### src/sv/apq_pkg.sv
// ----------------------------------------------------------------------------
// apq_pkg
// Shared constants, codes and types for the array priority queue unit.
// ----------------------------------------------------------------------------
package apq_pkg;

  // Queue geometry.
  localparam int unsigned DEPTH     = 8;
  localparam int unsigned TAG_WIDTH = 16;

  // Widths of the external fields.
  localparam int unsigned ModeW   = 2;
  localparam int unsigned InTagW  = 16;
  localparam int unsigned PrioW   = 8;
  localparam int unsigned StatW   = 2;
  localparam int unsigned OutCntW = 4;

  // Tags beyond the 16-bit port field can never be filled, so storage stops there.
  localparam int unsigned TagStW = (TAG_WIDTH < InTagW) ? TAG_WIDTH : InTagW;
  localparam int unsigned CntW   = $clog2(DEPTH + 1);
  localparam int unsigned IdxW   = $clog2(DEPTH);

  // Request codes.
  localparam logic [ModeW-1:0] MODE_ADD     = 2'd0;
  localparam logic [ModeW-1:0] MODE_EXTRACT = 2'd1;
  localparam logic [ModeW-1:0] MODE_CLEAR   = 2'd2;

  // Result status codes.
  localparam logic [StatW-1:0] STAT_OK    = 2'd0;
  localparam logic [StatW-1:0] STAT_FULL  = 2'd1;
  localparam logic [StatW-1:0] STAT_EMPTY = 2'd2;

  typedef enum logic [1:0] {
    ST_IDLE,
    ST_SCAN,
    ST_COMMIT
  } apq_state_e;

  // Commands from the controller to the datapath.
  typedef struct packed {
    logic load;    // capture a new request and start the scan
    logic step;    // compare one more stored entry
    logic commit;  // apply the request and load the result register
  } apq_cmd_t;

  // Status from the datapath to the controller.
  typedef struct packed {
    logic scan_done;
  } apq_stat_t;

endpackage

### src/sv/apq_ctrl.sv
// ----------------------------------------------------------------------------
// apq_ctrl
// Sequencer for the priority queue: accepts a request, runs the maximum scan for
// an extract, then commits the request once the result register is free.
// ----------------------------------------------------------------------------
module apq_ctrl
  import apq_pkg::*;
(
  input  logic      clk_i,
  input  logic      rst_ni,
  input  logic      in_valid_i,
  output logic      in_ready_o,
  output logic      out_valid_o,
  input  logic      out_ready_i,
  input  apq_stat_t stat_i,
  output apq_cmd_t  cmd_o
);

  apq_state_e state_q, state_d;
  logic       out_valid_q, out_valid_d;
  logic       slot_free;

  // The result register can take a new result when it is empty or drains now.
  assign slot_free = !out_valid_q || out_ready_i;

  always_comb begin
    state_d = state_q;
    case (state_q)
      ST_IDLE: begin
        if (in_valid_i) begin
          state_d = ST_SCAN;
        end
      end
      ST_SCAN: begin
        if (stat_i.scan_done) begin
          state_d = ST_COMMIT;
        end
      end
      ST_COMMIT: begin
        if (slot_free) begin
          state_d = ST_IDLE;
        end
      end
      default: state_d = ST_IDLE;
    endcase
  end

  always_comb begin
    cmd_o       = '0;
    in_ready_o  = 1'b0;
    case (state_q)
      ST_IDLE: begin
        in_ready_o = 1'b1;
        cmd_o.load = in_valid_i;
      end
      ST_SCAN: begin
        cmd_o.step = !stat_i.scan_done;
      end
      ST_COMMIT: begin
        cmd_o.commit = slot_free;
      end
      default: begin
        cmd_o = '0;
      end
    endcase
  end

  always_comb begin
    out_valid_d = out_valid_q;
    if (cmd_o.commit) begin
      out_valid_d = 1'b1;
    end else if (out_ready_i) begin
      out_valid_d = 1'b0;
    end
  end

  always_ff @(posedge clk_i or negedge rst_ni) begin
    if (!rst_ni) begin
      state_q     <= ST_IDLE;
      out_valid_q <= 1'b0;
    end else begin
      state_q     <= state_d;
      out_valid_q <= out_valid_d;
    end
  end

  assign out_valid_o = out_valid_q;

  a_accept_starts_scan: assert property (@(posedge clk_i) disable iff (!rst_ni)
    (in_valid_i && in_ready_o) |=> (state_q == ST_SCAN))
    else $error("accepted request did not start a scan");

  a_commit_gives_result: assert property (@(posedge clk_i) disable iff (!rst_ni)
    cmd_o.commit |=> out_valid_q)
    else $error("committed request produced no result");

  a_commit_needs_slot: assert property (@(posedge clk_i) disable iff (!rst_ni)
    cmd_o.commit |-> (!out_valid_q || out_ready_i))
    else $error("result overwritten before it was taken");

endmodule

### src/sv/apq_dpath.sv
// ----------------------------------------------------------------------------
// apq_dpath
// Entry stores, fill count, maximum scan registers and result register of
// the priority queue.
// ----------------------------------------------------------------------------
module apq_dpath
  import apq_pkg::*;
(
  input  logic               clk_i,
  input  logic               rst_ni,
  input  apq_cmd_t           cmd_i,
  output apq_stat_t          stat_o,
  input  logic [ModeW-1:0]   mode_i,
  input  logic [InTagW-1:0]  tag_i,
  input  logic [PrioW-1:0]   prio_i,
  output logic [StatW-1:0]   status_o,
  output logic [InTagW-1:0]  out_tag_o,
  output logic [PrioW-1:0]   out_prio_o,
  output logic [OutCntW-1:0] count_o,
  output logic               full_o,
  output logic               empty_o
);

  logic [TagStW-1:0] tag_store_q  [DEPTH];
  logic [PrioW-1:0]  prio_store_q [DEPTH];
  logic [CntW-1:0]   count_q, count_d;

  // Latched request.
  logic [ModeW-1:0]  req_mode_q;
  logic [TagStW-1:0] req_tag_q;
  logic [PrioW-1:0]  req_prio_q;

  // Scan state: best holds the earliest entry with the highest priority so far.
  logic [CntW-1:0]   idx_q, idx_d;
  logic [IdxW-1:0]   best_idx_q, best_idx_d;
  logic [PrioW-1:0]  best_prio_q, best_prio_d;
  logic [PrioW-1:0]  scan_prio;

  // Result register.
  logic [StatW-1:0]  res_status_q, res_status_d;
  logic [InTagW-1:0] res_tag_q, res_tag_d;
  logic [PrioW-1:0]  res_prio_q, res_prio_d;
  logic [CntW-1:0]   res_count_q;

  logic              do_add, do_extract;

  assign scan_prio = prio_store_q[idx_q[IdxW-1:0]];

  assign stat_o.scan_done = (req_mode_q != MODE_EXTRACT) || (idx_q >= count_q);

  always_comb begin
    idx_d       = idx_q;
    best_idx_d  = best_idx_q;
    best_prio_d = best_prio_q;
    if (cmd_i.load) begin
      idx_d       = CntW'(1);
      best_idx_d  = '0;
      best_prio_d = prio_store_q[0];
    end else if (cmd_i.step) begin
      idx_d = CntW'(idx_q + 1'b1);
      // Strictly greater, so an earlier entry keeps a tie.
      if (scan_prio > best_prio_q) begin
        best_idx_d  = idx_q[IdxW-1:0];
        best_prio_d = scan_prio;
      end
    end
  end

  always_comb begin
    count_d      = count_q;
    res_status_d = STAT_OK;
    res_tag_d    = '0;
    res_prio_d   = '0;
    do_add       = 1'b0;
    do_extract   = 1'b0;
    case (req_mode_q)
      MODE_ADD: begin
        if (count_q == CntW'(DEPTH)) begin
          res_status_d = STAT_FULL;
        end else begin
          do_add  = 1'b1;
          count_d = CntW'(count_q + 1'b1);
        end
      end
      MODE_EXTRACT: begin
        if (count_q == '0) begin
          res_status_d = STAT_EMPTY;
        end else begin
          do_extract = 1'b1;
          res_tag_d  = InTagW'(tag_store_q[best_idx_q]);
          res_prio_d = best_prio_q;
          count_d    = CntW'(count_q - 1'b1);
        end
      end
      MODE_CLEAR: begin
        count_d = '0;
      end
      default: begin
        count_d = count_q;
      end
    endcase
  end

  // Stores: append at the tail, or close the gap behind the extracted entry.
  always_ff @(posedge clk_i) begin
    if (cmd_i.commit) begin
      for (int i = 0; i < DEPTH; i++) begin
        if (do_add && (count_q == CntW'(i))) begin
          tag_store_q[i]  <= req_tag_q;
          prio_store_q[i] <= req_prio_q;
        end else if (do_extract && (i < DEPTH - 1) && (IdxW'(i) >= best_idx_q) &&
                     (CntW'(i + 1) < count_q)) begin
          tag_store_q[i]  <= tag_store_q[(i + 1) % DEPTH];
          prio_store_q[i] <= prio_store_q[(i + 1) % DEPTH];
        end
      end
    end
  end

  always_ff @(posedge clk_i) begin
    if (cmd_i.load) begin
      req_tag_q  <= tag_i[TagStW-1:0];
      req_prio_q <= prio_i;
    end
    if (cmd_i.commit) begin
      res_status_q <= res_status_d;
      res_tag_q    <= res_tag_d;
      res_prio_q   <= res_prio_d;
      res_count_q  <= count_d;
    end
    best_prio_q <= best_prio_d;
  end

  always_ff @(posedge clk_i or negedge rst_ni) begin
    if (!rst_ni) begin
      count_q    <= '0;
      req_mode_q <= MODE_CLEAR;
      idx_q      <= CntW'(1);
      best_idx_q <= '0;
    end else begin
      if (cmd_i.commit) begin
        count_q <= count_d;
      end
      if (cmd_i.load) begin
        req_mode_q <= mode_i;
      end
      idx_q      <= idx_d;
      best_idx_q <= best_idx_d;
    end
  end

  assign status_o   = res_status_q;
  assign out_tag_o  = res_tag_q;
  assign out_prio_o = res_prio_q;
  assign count_o    = OutCntW'(res_count_q);
  assign full_o     = (res_count_q == CntW'(DEPTH));
  assign empty_o    = (res_count_q == '0);

  a_count_bound: assert property (@(posedge clk_i) disable iff (!rst_ni)
    count_q <= CntW'(DEPTH))
    else $error("fill count above capacity");

  a_best_behind_scan: assert property (@(posedge clk_i) disable iff (!rst_ni)
    CntW'(best_idx_q) < idx_q)
    else $error("scan best index is not behind the scan position");

  a_add_grows: assert property (@(posedge clk_i) disable iff (!rst_ni)
    (cmd_i.commit && req_mode_q == MODE_ADD && count_q < CntW'(DEPTH))
      |=> (count_q == CntW'($past(count_q) + 1'b1)))
    else $error("accepted add did not grow the queue");

endmodule

### src/sv/array_priority_queue_extract_max_unit.sv
// ----------------------------------------------------------------------------
// array_priority_queue_extract_max_unit
// Bounded priority queue in arrival order with add, extract-max and clear.
// ----------------------------------------------------------------------------
//  Channel   Direction  Signals                 Contents
//  s_axis    in         tdata[23:0], tuser[1:0] request: tag, priority; mode
//  m_axis    out        tdata[31:0], tuser[1:0] result: entry, count, flags;
//                                               status
//
//  Add, clear and extract on an empty or one-entry queue register their result
//  without stepping the scan; a longer extract first runs the maximum scan,
//  which reads one stored priority per cycle.
//  A new request is taken in the cycle after the result is registered.
//  Reset empties the queue; stored entries are not cleared.
//  A stalled result holds the unit in its commit step until it is taken.
// ----------------------------------------------------------------------------
module array_priority_queue_extract_max_unit
  import apq_pkg::*;
(
  input  logic        clk_i,
  input  logic        rst_ni,
  input  logic        s_axis_tvalid,
  output logic        s_axis_tready,
  input  logic [23:0] s_axis_tdata,   // entry_tag[15:0], entry_priority[23:16]
  input  logic [1:0]  s_axis_tuser,   // mode[1:0]
  output logic        m_axis_tvalid,
  input  logic        m_axis_tready,
  output logic [31:0] m_axis_tdata,   // out_tag[15:0], out_priority[23:16],
                                      // entry_count[27:24], is_full[28],
                                      // is_empty[29], zero[31:30]
  output logic [1:0]  m_axis_tuser    // status[1:0]
);

  apq_cmd_t          cmd;
  apq_stat_t         stat;
  logic [InTagW-1:0] out_tag;
  logic [PrioW-1:0]  out_prio;
  logic [OutCntW-1:0] out_count;
  logic              out_full;
  logic              out_empty;

  apq_ctrl u_ctrl (
    .clk_i       (clk_i),
    .rst_ni      (rst_ni),
    .in_valid_i  (s_axis_tvalid),
    .in_ready_o  (s_axis_tready),
    .out_valid_o (m_axis_tvalid),
    .out_ready_i (m_axis_tready),
    .stat_i      (stat),
    .cmd_o       (cmd)
  );

  apq_dpath u_dpath (
    .clk_i      (clk_i),
    .rst_ni     (rst_ni),
    .cmd_i      (cmd),
    .stat_o     (stat),
    .mode_i     (s_axis_tuser),
    .tag_i      (s_axis_tdata[15:0]),
    .prio_i     (s_axis_tdata[23:16]),
    .status_o   (m_axis_tuser),
    .out_tag_o  (out_tag),
    .out_prio_o (out_prio),
    .count_o    (out_count),
    .full_o     (out_full),
    .empty_o    (out_empty)
  );

  assign m_axis_tdata = {2'b00, out_empty, out_full, out_count, out_prio, out_tag};

endmodule
### config.mk
export PLATFORM = sky130hd
export DESIGN_NAME = array_priority_queue_extract_max_unit
export DESIGN_NICKNAME = d
export VERILOG_FILES = /design/src/sv/apq_pkg.sv /design/src/sv/apq_ctrl.sv /design/src/sv/apq_dpath.sv /design/src/sv/array_priority_queue_extract_max_unit.sv
export SDC_FILE = /design/constraint.sdc
export NUM_CORES = 1
export LEC_CHECK = 0
export ABC_AREA = 1
export BUFFER_PORTS_ARGS = -buffer_cell sky130_fd_sc_hd__buf_2
export CORE_ASPECT_RATIO = 1.75
export CORE_UTILIZATION = 62
export DETAILED_ROUTE_END_ITERATION = 7
export HOLD_SLACK_MARGIN = 0.03
export PLACE_DENSITY_LB_ADDON = 0.1
export SYNTH_ARGS = -nofsm -noshare
export SYNTH_HDL_FRONTEND = slang
export SYNTH_SLANG_ARGS = --single-unit
### constraint.sdc
create_clock -name clk_i -period 6.2 [get_ports clk_i]
set_input_delay 0.93 -clock clk_i [delete_from_list [all_inputs] [get_ports clk_i]]
set_output_delay 0.93 -clock clk_i [all_outputs]
set_load 0.05 [all_outputs]
==> results of run 1 <==
==> metal layers <==
metal,track usage (%),wire [um],up-vias
met4,16.20,1390,0
met1,34.41,11600,4611
met3,2.806,1655,90
met2,53.69,16380,362
met5,0,0,-
li1,-,-,4758
==> critical path: cells and delay by family (launching register included) <==
family / cells / cell delay, ns
flip-flops: 1 / 0.56
buffers and inverters: 2 / 0.51
adder cells (fa/ha/maj): 1 / 0.27
AO/OA/AOI/OAI: 1 / 0.22
AND/OR/NAND/NOR: 4 / 2.01
==> placed cells by master, fill, tap and decap left out, types with 7 or more instances in the layout <==
| cell | n |
|---|---|
| nand2_1 | 323 |
| o21ai_0 | 257 |
| edfxtp_1 | 254 |
| inv_1 | 144 |
| nand3_1 | 79 |
| nor2_1 | 72 |
| a21oi_1 | 70 |
| buf_2 | 63 |
| clkbuf_16 | 25 |
| buf_4 | 23 |
| ha_1 | 17 |
| dfrtp_1 | 13 |
| o21ai_2 | 11 |
| o21ai_1 | 10 |
| o21a_1 | 7 |
==> through the flow <==
step	hold slack [ns]	util, %
after floorplan	0.4983	-
after global placement	0.5168	65.62
after detailed placement	0.5282	65.62
after CTS	0.3092	69.62
after global routing	0.3358	69.62
final	0.3128	69.62
==> how the worst min path moves through the flow <==
stage	slack [ns]	start	end	depth (start not counted)
floorplan	0.50	u_dpath.req_mode_q[1]	u_dpath.req_mode_q[1]	2
global placement	0.52	u_dpath.req_mode_q[1]	u_dpath.req_mode_q[1]	2
detailed placement	0.53	u_dpath.prio_store_q[0][4]	u_dpath.best_prio_q[4]	2
CTS	0.31	rst_ni	u_dpath.req_mode_q[0]	1
global route	0.34	rst_ni	u_dpath.count_q[1]	1
finish	0.31	rst_ni	u_dpath.req_mode_q[0]	1
==> area by class of cell <==
type                            count  area [um^2]
Clock buffer                       29        640.6
Clock inverter                     14        192.7
Multi-Input combinational cell    882         4282
Timing Repair Buffer               86        488.0
Tap cell                          252        315.3
Sequential cell                   270         8031
Inverter                          150        563.0
Fill cell                        1583         6332
==> sequential cells by signal, summed over array words and instances (netlist names) <==
signal,flops
u_dpath.tag_store_q,128
u_dpath.prio_store_q,64
u_dpath.out_tag_o,16
u_dpath.req_tag_q,16
u_dpath.best_prio_q,8
u_dpath.out_prio_o,8
u_dpath.req_prio_q,8
u_dpath.count_o,4
u_dpath.count_q,4
u_dpath.idx_q,4
u_dpath.best_idx_q,3
u_ctrl.state_q,2
u_dpath.req_mode_q,2
u_dpath.status_o,2
u_ctrl.out_valid_o,1
==> cell families after synthesis <==
| logic type | after synthesis |
|---|---|
| and+or+nand+nor | 497 |
| other | 1 |
| xor gates and xnor gates | 1 |
| buffers and inverters | 232 |
| AOI/OAI and AO/OA | 365 |
| adders and majority gates | 17 |
| DFF | 270 |
==> power groups by stage <==
stage | Clock [uW] | Combinational (uW) | Sequential, uW
final | 1590 | 1980 | 2570
after global routing | 1660 | 2220 | 2600
after CTS | 1610 | 1980 | 2570
after detailed placement | 0 | 1970 | 2600
after global placement | 0 | 1910 | 2600
after floorplan | 0 | 1300 | 2710
==> summary.md, run 1 <==
| Metric | Value |
|---|---|
| Reg2Reg Capture Point | u_dpath.tag_store_q[1][4] |
| Slowest cell on crit path | nand2_1 |
| Top_reg_cell synth | edfxtp_1 |
| Async set-reset flop share out of synthesis | 5.926% |
| Leak pwr | 0.006084 uW |
| Setup CP Type | flip-flop to flip-flop |
| DR WL/cell | 18.44 um |
| Mux cell area share after synthesis | 0% |
| Sw frac | 37.07% |
| Fmax | 254.5 MHz |
| Flop2flop setup slack | 2.27 ns |
| Share of cells above drive strength 1 | 10.97% |
| Worst Path Max Fanout | 32 |
| Largest net degree at the start of global routing | 68 |
| Initial antenna violation count | 0 |
| Clock tree buffer depth | 3 |
| I/O pin count | 66 |
| Fin. Hold Viols | 0 |
| Worst EP arrival | 4.12 ns |
| Setup Buffers After CTS | 0 |
| Dominant cells by area after synthesis | edfxtp_1 (58%), o21ai_0 (10%), nand2_1 (9.2%), inv_1 (4.1%), nand3_1 (3.0%) |
| FF-to-FF path depth | 8 |
| Post-DR vias/cell | 5.835 |
| Die area | 21810 um^2 |
| Vias in the first global route | 9771 |
| TritonCTS buffer count | 25 |
| Yosys cell types | 40 |
| Top-count cell post-synth | nand2_1 |
| Crit-path most repeated cell | nand2_1 |
| Pre-CTS setup slack | 1.818 ns |
| Main combinational cell family by area after synthesis | simple AND/OR/NAND/NOR gates |
| Root Driver | clkbuf_16 |
| Final Cell Area | 14510 um^2 |
| Crit path capture | u_dpath.tag_store_q[1][4] |
| Final Skew | 0.01265 ns |
| Starting DRC count in detailed routing | 892 |
| Total gr overflow | 0 |
| Antenna viol nets, final | 0 |
| Tmin final | 3.930 ns |
| Failing checks | design-rule violations |
| DP Area | 13680 um^2 |
| Avg Inst Size Synth | 9.504 um^2 |
| Total wire length | 31.03 mm |
| DRC | 2 |
| # diodes | 0 |
| Int Pwr | 3864 uW |
| Worst-Margin Slew | 1.118 ns |
| Gpl congestion | 0.8676 |
| CP required | 6.39 ns |
| DR vias | 9821 |
| H-tree depth | 1 |
| Syn-to-layout area delta | 10.41% |
| Non-Filler Instances | 1683 |
| Post-CTS Hold Buffers | 0 |
| # placed instances | 1640 |
| TNS Setup | 0 ns |
| PostCTS Resize Cnt | 0 |
| Initial Util | 63.06% |
| Period utilization | 63.38% |
| Crit. End Element | flip-flop |
| Clock sinks | 270 |
| Post-Synth Simple-Gate Area | 15.72% |
| Die Width | 112.1 um |
| Clock share of power | 25.8% |
| Buffers on Ports | 63 |
| Seq/Total Area, Yosys | 61.09% |
| Min setup slack post-route | 2.270 ns |
| Die height | 194.6 um |
| CTS tree | done |
| Mapped cell area | 13140 um^2 |
| Xor and xnor area share after synthesis | 0.06663% |
| Worst-path clk slew | 0.06 ns |
| Cell accounting for the most synthesized area | edfxtp_1 |
| Max Slew Vio Count | 0 |
| First-pass GRT wire length | 50.17 mm |
| Row cnt | 70 |
| Seq cells post-synth | 270 |
| Reg power frac | 41.9% |
| FF-to-FF Start | u_dpath.count_q[0] |
| Max-cap viol count | 0 |
| Final setup viols | 0 |
| Total Nets Final | 1462 |
| Synth Area in Compound Gates | 14.42% |
| Critical path launch point type | flip-flop |
| Crit-path cells | inv_1, ha_1, nand2_1, nand2_4, nor3_4, nand2_1, o21ai_2, buf_4 |
| Yosys Warn Count | 0 |
| Dpl hpwl | 20.27 mm |
| Worst-Skew Late Latency | 0.53 ns |
| Total power | 6140 uW |
| Power per cell area | 423.1 nW/um^2 |
| Hold WC Path Type | input port to async pin |
| Synth cell count leaders | nand2_1 (323), o21ai_0 (262), edfxtp_1 (254), inv_1 (145), nand3_1 (79) |
| 1st-pass router iterations | 8 |
| RSZ-0062 raised after global routing | no |
| Status | finished with violations |
| EDFF count, synth | 254 |
| Critical path startpoint | u_dpath.count_q[0] |
| Post-synth top area share | 58.03% |
| Delay of the slowest critical-path stage | 0.87 ns |
| Relative slew slack | 25.44% |
| Core area | 20850 um^2 |
| Switch Pwr | 2276 uW |
| Comb pwr share | 32.2% |
| Post-synthesis adder-cell area fraction | 1.618% |
| Max VDD drop | 0.2634 mV |
| Total GRT Usage | 29.67% |
| Gate Count Post-Synth | 1383 |
Power figures use the tool's default switching activity.
==> inputs of run 2 (changes only) <==
ABC_AREA = 0   (was 1)
CORE_UTILIZATION = 55   (was 62)
clock period = 3.57 ns   (was 6.2 ns; I/O delays follow)
==> summary.md, run 2 <==
| Metric | Value |
|---|---|
| Crit-path most repeated cell | nand2_1 |
| Buffers on Ports | 63 |
| CP delay by family, top | flip-flops |
| Core area | 22740 um^2 |
| # diodes | 0 |
| Delay of the slowest critical-path stage | 0.71 ns |
| Tmin final | 3.203 ns |
| Hold WC Path Type | input port to flip-flop |
| Slowest cell on crit path | dfstp_2 |
| Row cnt | 73 |
| Fmax | 312.2 MHz |
| Avg Inst Size Synth | 16.46 um^2 |
| Total Nets Final | 893 |
| Most flop-heavy register | u_dpath.tag_store_q |
| Worst-Skew Late Latency | 0.54 ns |
| Commonest non-fill, non-tap cells in the layout | edfxtp_1 (254), mux2_2 (170), buf_2 (63), mux4_2 (48), nor2_1 (43) |
| I/O pin count | 66 |
| Max-cap viol count | 0 |
| Worst EP arrival | 3.41 ns |
| Commonest non-fill, non-tap cell in the layout | edfxtp_1 |
| Fill cell count | 1706 |
| Status | finished, final reports clean |
| Largest net degree at the start of global routing | 37 |
| Cell accounting for the most synthesized area | edfxtp_1 |
| Power per cell area | 675.4 nW/um^2 |
| Seq cells post-synth | 270 |
| Leak pwr | 0.004889 uW |
| WP buf/inv | 1 |
| Final Skew | 0.008640 ns |
| Mapped cell area | 12720 um^2 |
| RSZ-0062 raised after global routing | no |
| Relative slew slack | 40.32% |
| Total gr overflow | 0 |
| Critical path launch point type | flip-flop |
| Clock tree buffer depth | 3 |
| EDFF count, synth | 254 |
| Setup Buffers After CTS | 0 |
| Post-DR vias/cell | 5.976 |
| Period utilization | 89.71% |
| DRC | 0 |
| Async set-reset flop share out of synthesis | 5.926% |
| Worst Path Max Fanout | 10 |
| Initial antenna violation count | 0 |
| First-pass GRT wire length | 43.58 mm |
| TritonCTS buffer count | 26 |
| Antenna viol nets, final | 0 |
| Clock sinks | 270 |
| Worst-path clk slew | 0.07 ns |
| Largest register FFs | 128 |
| CP required | 3.78 ns |
| Biggest regs | u_dpath.tag_store_q: 128 flops, u_dpath.prio_store_q: 64 flops |
| Starting DRC count in detailed routing | 452 |
| Total wire length | 28.15 mm |
| Syn-to-layout area delta | 11.90% |
| DR vias | 6968 |
| Total power | 9617 uW |
| TNS Setup | 0 ns |
| Top-count cell post-synth | edfxtp_1 |
| 1st-pass router iterations | 5 |
| Gate Count Post-Synth | 773 |
| Gpl congestion | 0.7965 |
| Top_reg_cell synth | edfxtp_1 |
| Dpl hpwl | 17.03 mm |
| Die height | 203.2 um |
| Crit. End Element | flip-flop |
| Fin. Hold Viols | 0 |
| Final setup viols | 0 |
| Max VDD drop | 0.3842 mV |
| Worst-Margin Slew | 0.8953 ns |
| DR WL/cell | 24.14 um |
| Seq/Total Area, Yosys | 63.11% |
| Root Driver | clkbuf_16 |
| Yosys Warn Count | 0 |
| Crit-path cells | buf_12, mux4_2, nand2_1, nand2_1, ha_1, nand4_1, a21o_1, a311o_1, nand2_1 |
| Post-synth top area share | 59.94% |
| Dominant cells by area after synthesis | edfxtp_1 (60%), mux2_2 (15%), mux4_2 (8.5%), dfrtp_1 (2.8%), ha_1 (1.7%) |
| Total GRT Usage | 25.29% |
| Share of cells above drive strength 1 | 41.34% |
| Die area | 23770 um^2 |
| H-tree depth | 1 |
| Max Slew Vio Count | 0 |
| Vias in the first global route | 7565 |
| Initial Util | 55.95% |
| Setup CP Type | flip-flop to flip-flop |
| CTS tree | done |
| Die Width | 117.0 um |
| Synth cell count leaders | edfxtp_1 (254), mux2_2 (170), mux4_2 (48), nor2_1 (44), nand2_1 (41) |
| Yosys cell types | 51 |
## run 2: changes by cell type in the layout (fill, tap and decap cells not counted), moves of 8 or more
cell	previous run	this run
nand2_1	323	41
o21ai_0	257	11
mux2_2	0	170
inv_1	144	15
nand3_1	79	6
a21oi_1	70	11
mux4_2	0	48
nor2_1	72	43
mux2i_1	0	21
o21ai_2	11	0
o21ai_1	10	1
a31oi_1	1	9
## run 2: logic make-up after synthesis
logic type      share of synthesized area [%]
mux                                     25.19
flops                                   63.11
compound gates                          2.812
other cells                           0.02947
xor+xnor                               0.2065
buf+inv                                 2.576
fa+ha+maj                               1.672
simple gates                            4.405
## run 2: where the power goes
group	total [uW]	switching [uW]	internal (uW)
Combinational	2700	1590	1110
Clock	2530	1160	1370
Sequential	4390	328	4060
Total	9620	3070	6540
## run 2: through the flow
stage	cell area [um^2]	std cells	utilization (%)	setup slack, ns	hold slack [ns]
2_1_floorplan	12730	774	-	0.06468	0.2399
3_3_place_gp	13460	1117	59.17	0.4327	0.4709
3_5_place_dp	13460	1117	59.17	0.3753	0.4775
4_1_cts	14240	1166	62.61	0.3549	0.1420
5_1_grt	14240	1166	62.61	0.1805	0.1434
6_report	14240	1166	62.61	0.3674	0.1601
## run 2: worst paths after layout
kind                       cells past startpoint                endpoint              start  slack (ns)
min                                            1   u_dpath.req_tag_q[12]   s_axis_tdata[12]        0.16
min in group asynchronous                      2   u_dpath.best_idx_q[0]             rst_ni        0.43
max                                            9  u_dpath.best_prio_q[5]   u_dpath.idx_q[0]        0.37
min reg2reg                                    1       u_ctrl.state_q[1]  u_ctrl.state_q[1]        0.51
max in group asynchronous                      2   u_dpath.req_mode_q[1]             rst_ni        2.82
max reg2reg                                    9  u_dpath.best_prio_q[5]   u_dpath.idx_q[0]        0.37
## run 2: routing by layer
layer | wire length [um] | GRT usage (%) | vias to the layer above
met4 | 681 | 8.906 | 0
met1 | 10780 | 30.53 | 3594
met3 | 1050 | 2.437 | 47
li1 | - | - | 3167
met2 | 15630 | 46.28 | 160
met5 | 0 | 0 | -
## run 2: final cells by class
cell class | count | area, um^2 | area share (%)
Multi-Input combinational cell | 437 | 4392 | 30.84
Inverter | 19 | 71.32 | 0.5009
Clock inverter | 18 | 83.83 | 0.5888
Tap cell | 300 | 375.4 | 2.636
Sequential cell | 270 | 8031 | 56.41
Clock buffer | 30 | 686.9 | 4.824
Timing Repair Buffer | 92 | 598.1 | 4.200
## run 2: repair_timing
action,in CTS,in global routing
gates resized for setup,0,0
setup endpoints to repair,0,0
hold buffers,1,0
endpoints found under the hold margin,14,0
## run 2: worst register-to-register path, delay by kind of cell (launching register included)
kind	cells	cell delay, ns
DFF	1	0.71
AOI/OAI and AO/OA	2	0.53
and+or+nand+nor	4	0.61
muxes	1	0.51
adders and majority gates	1	0.31
buffers and inverters	1	0.19
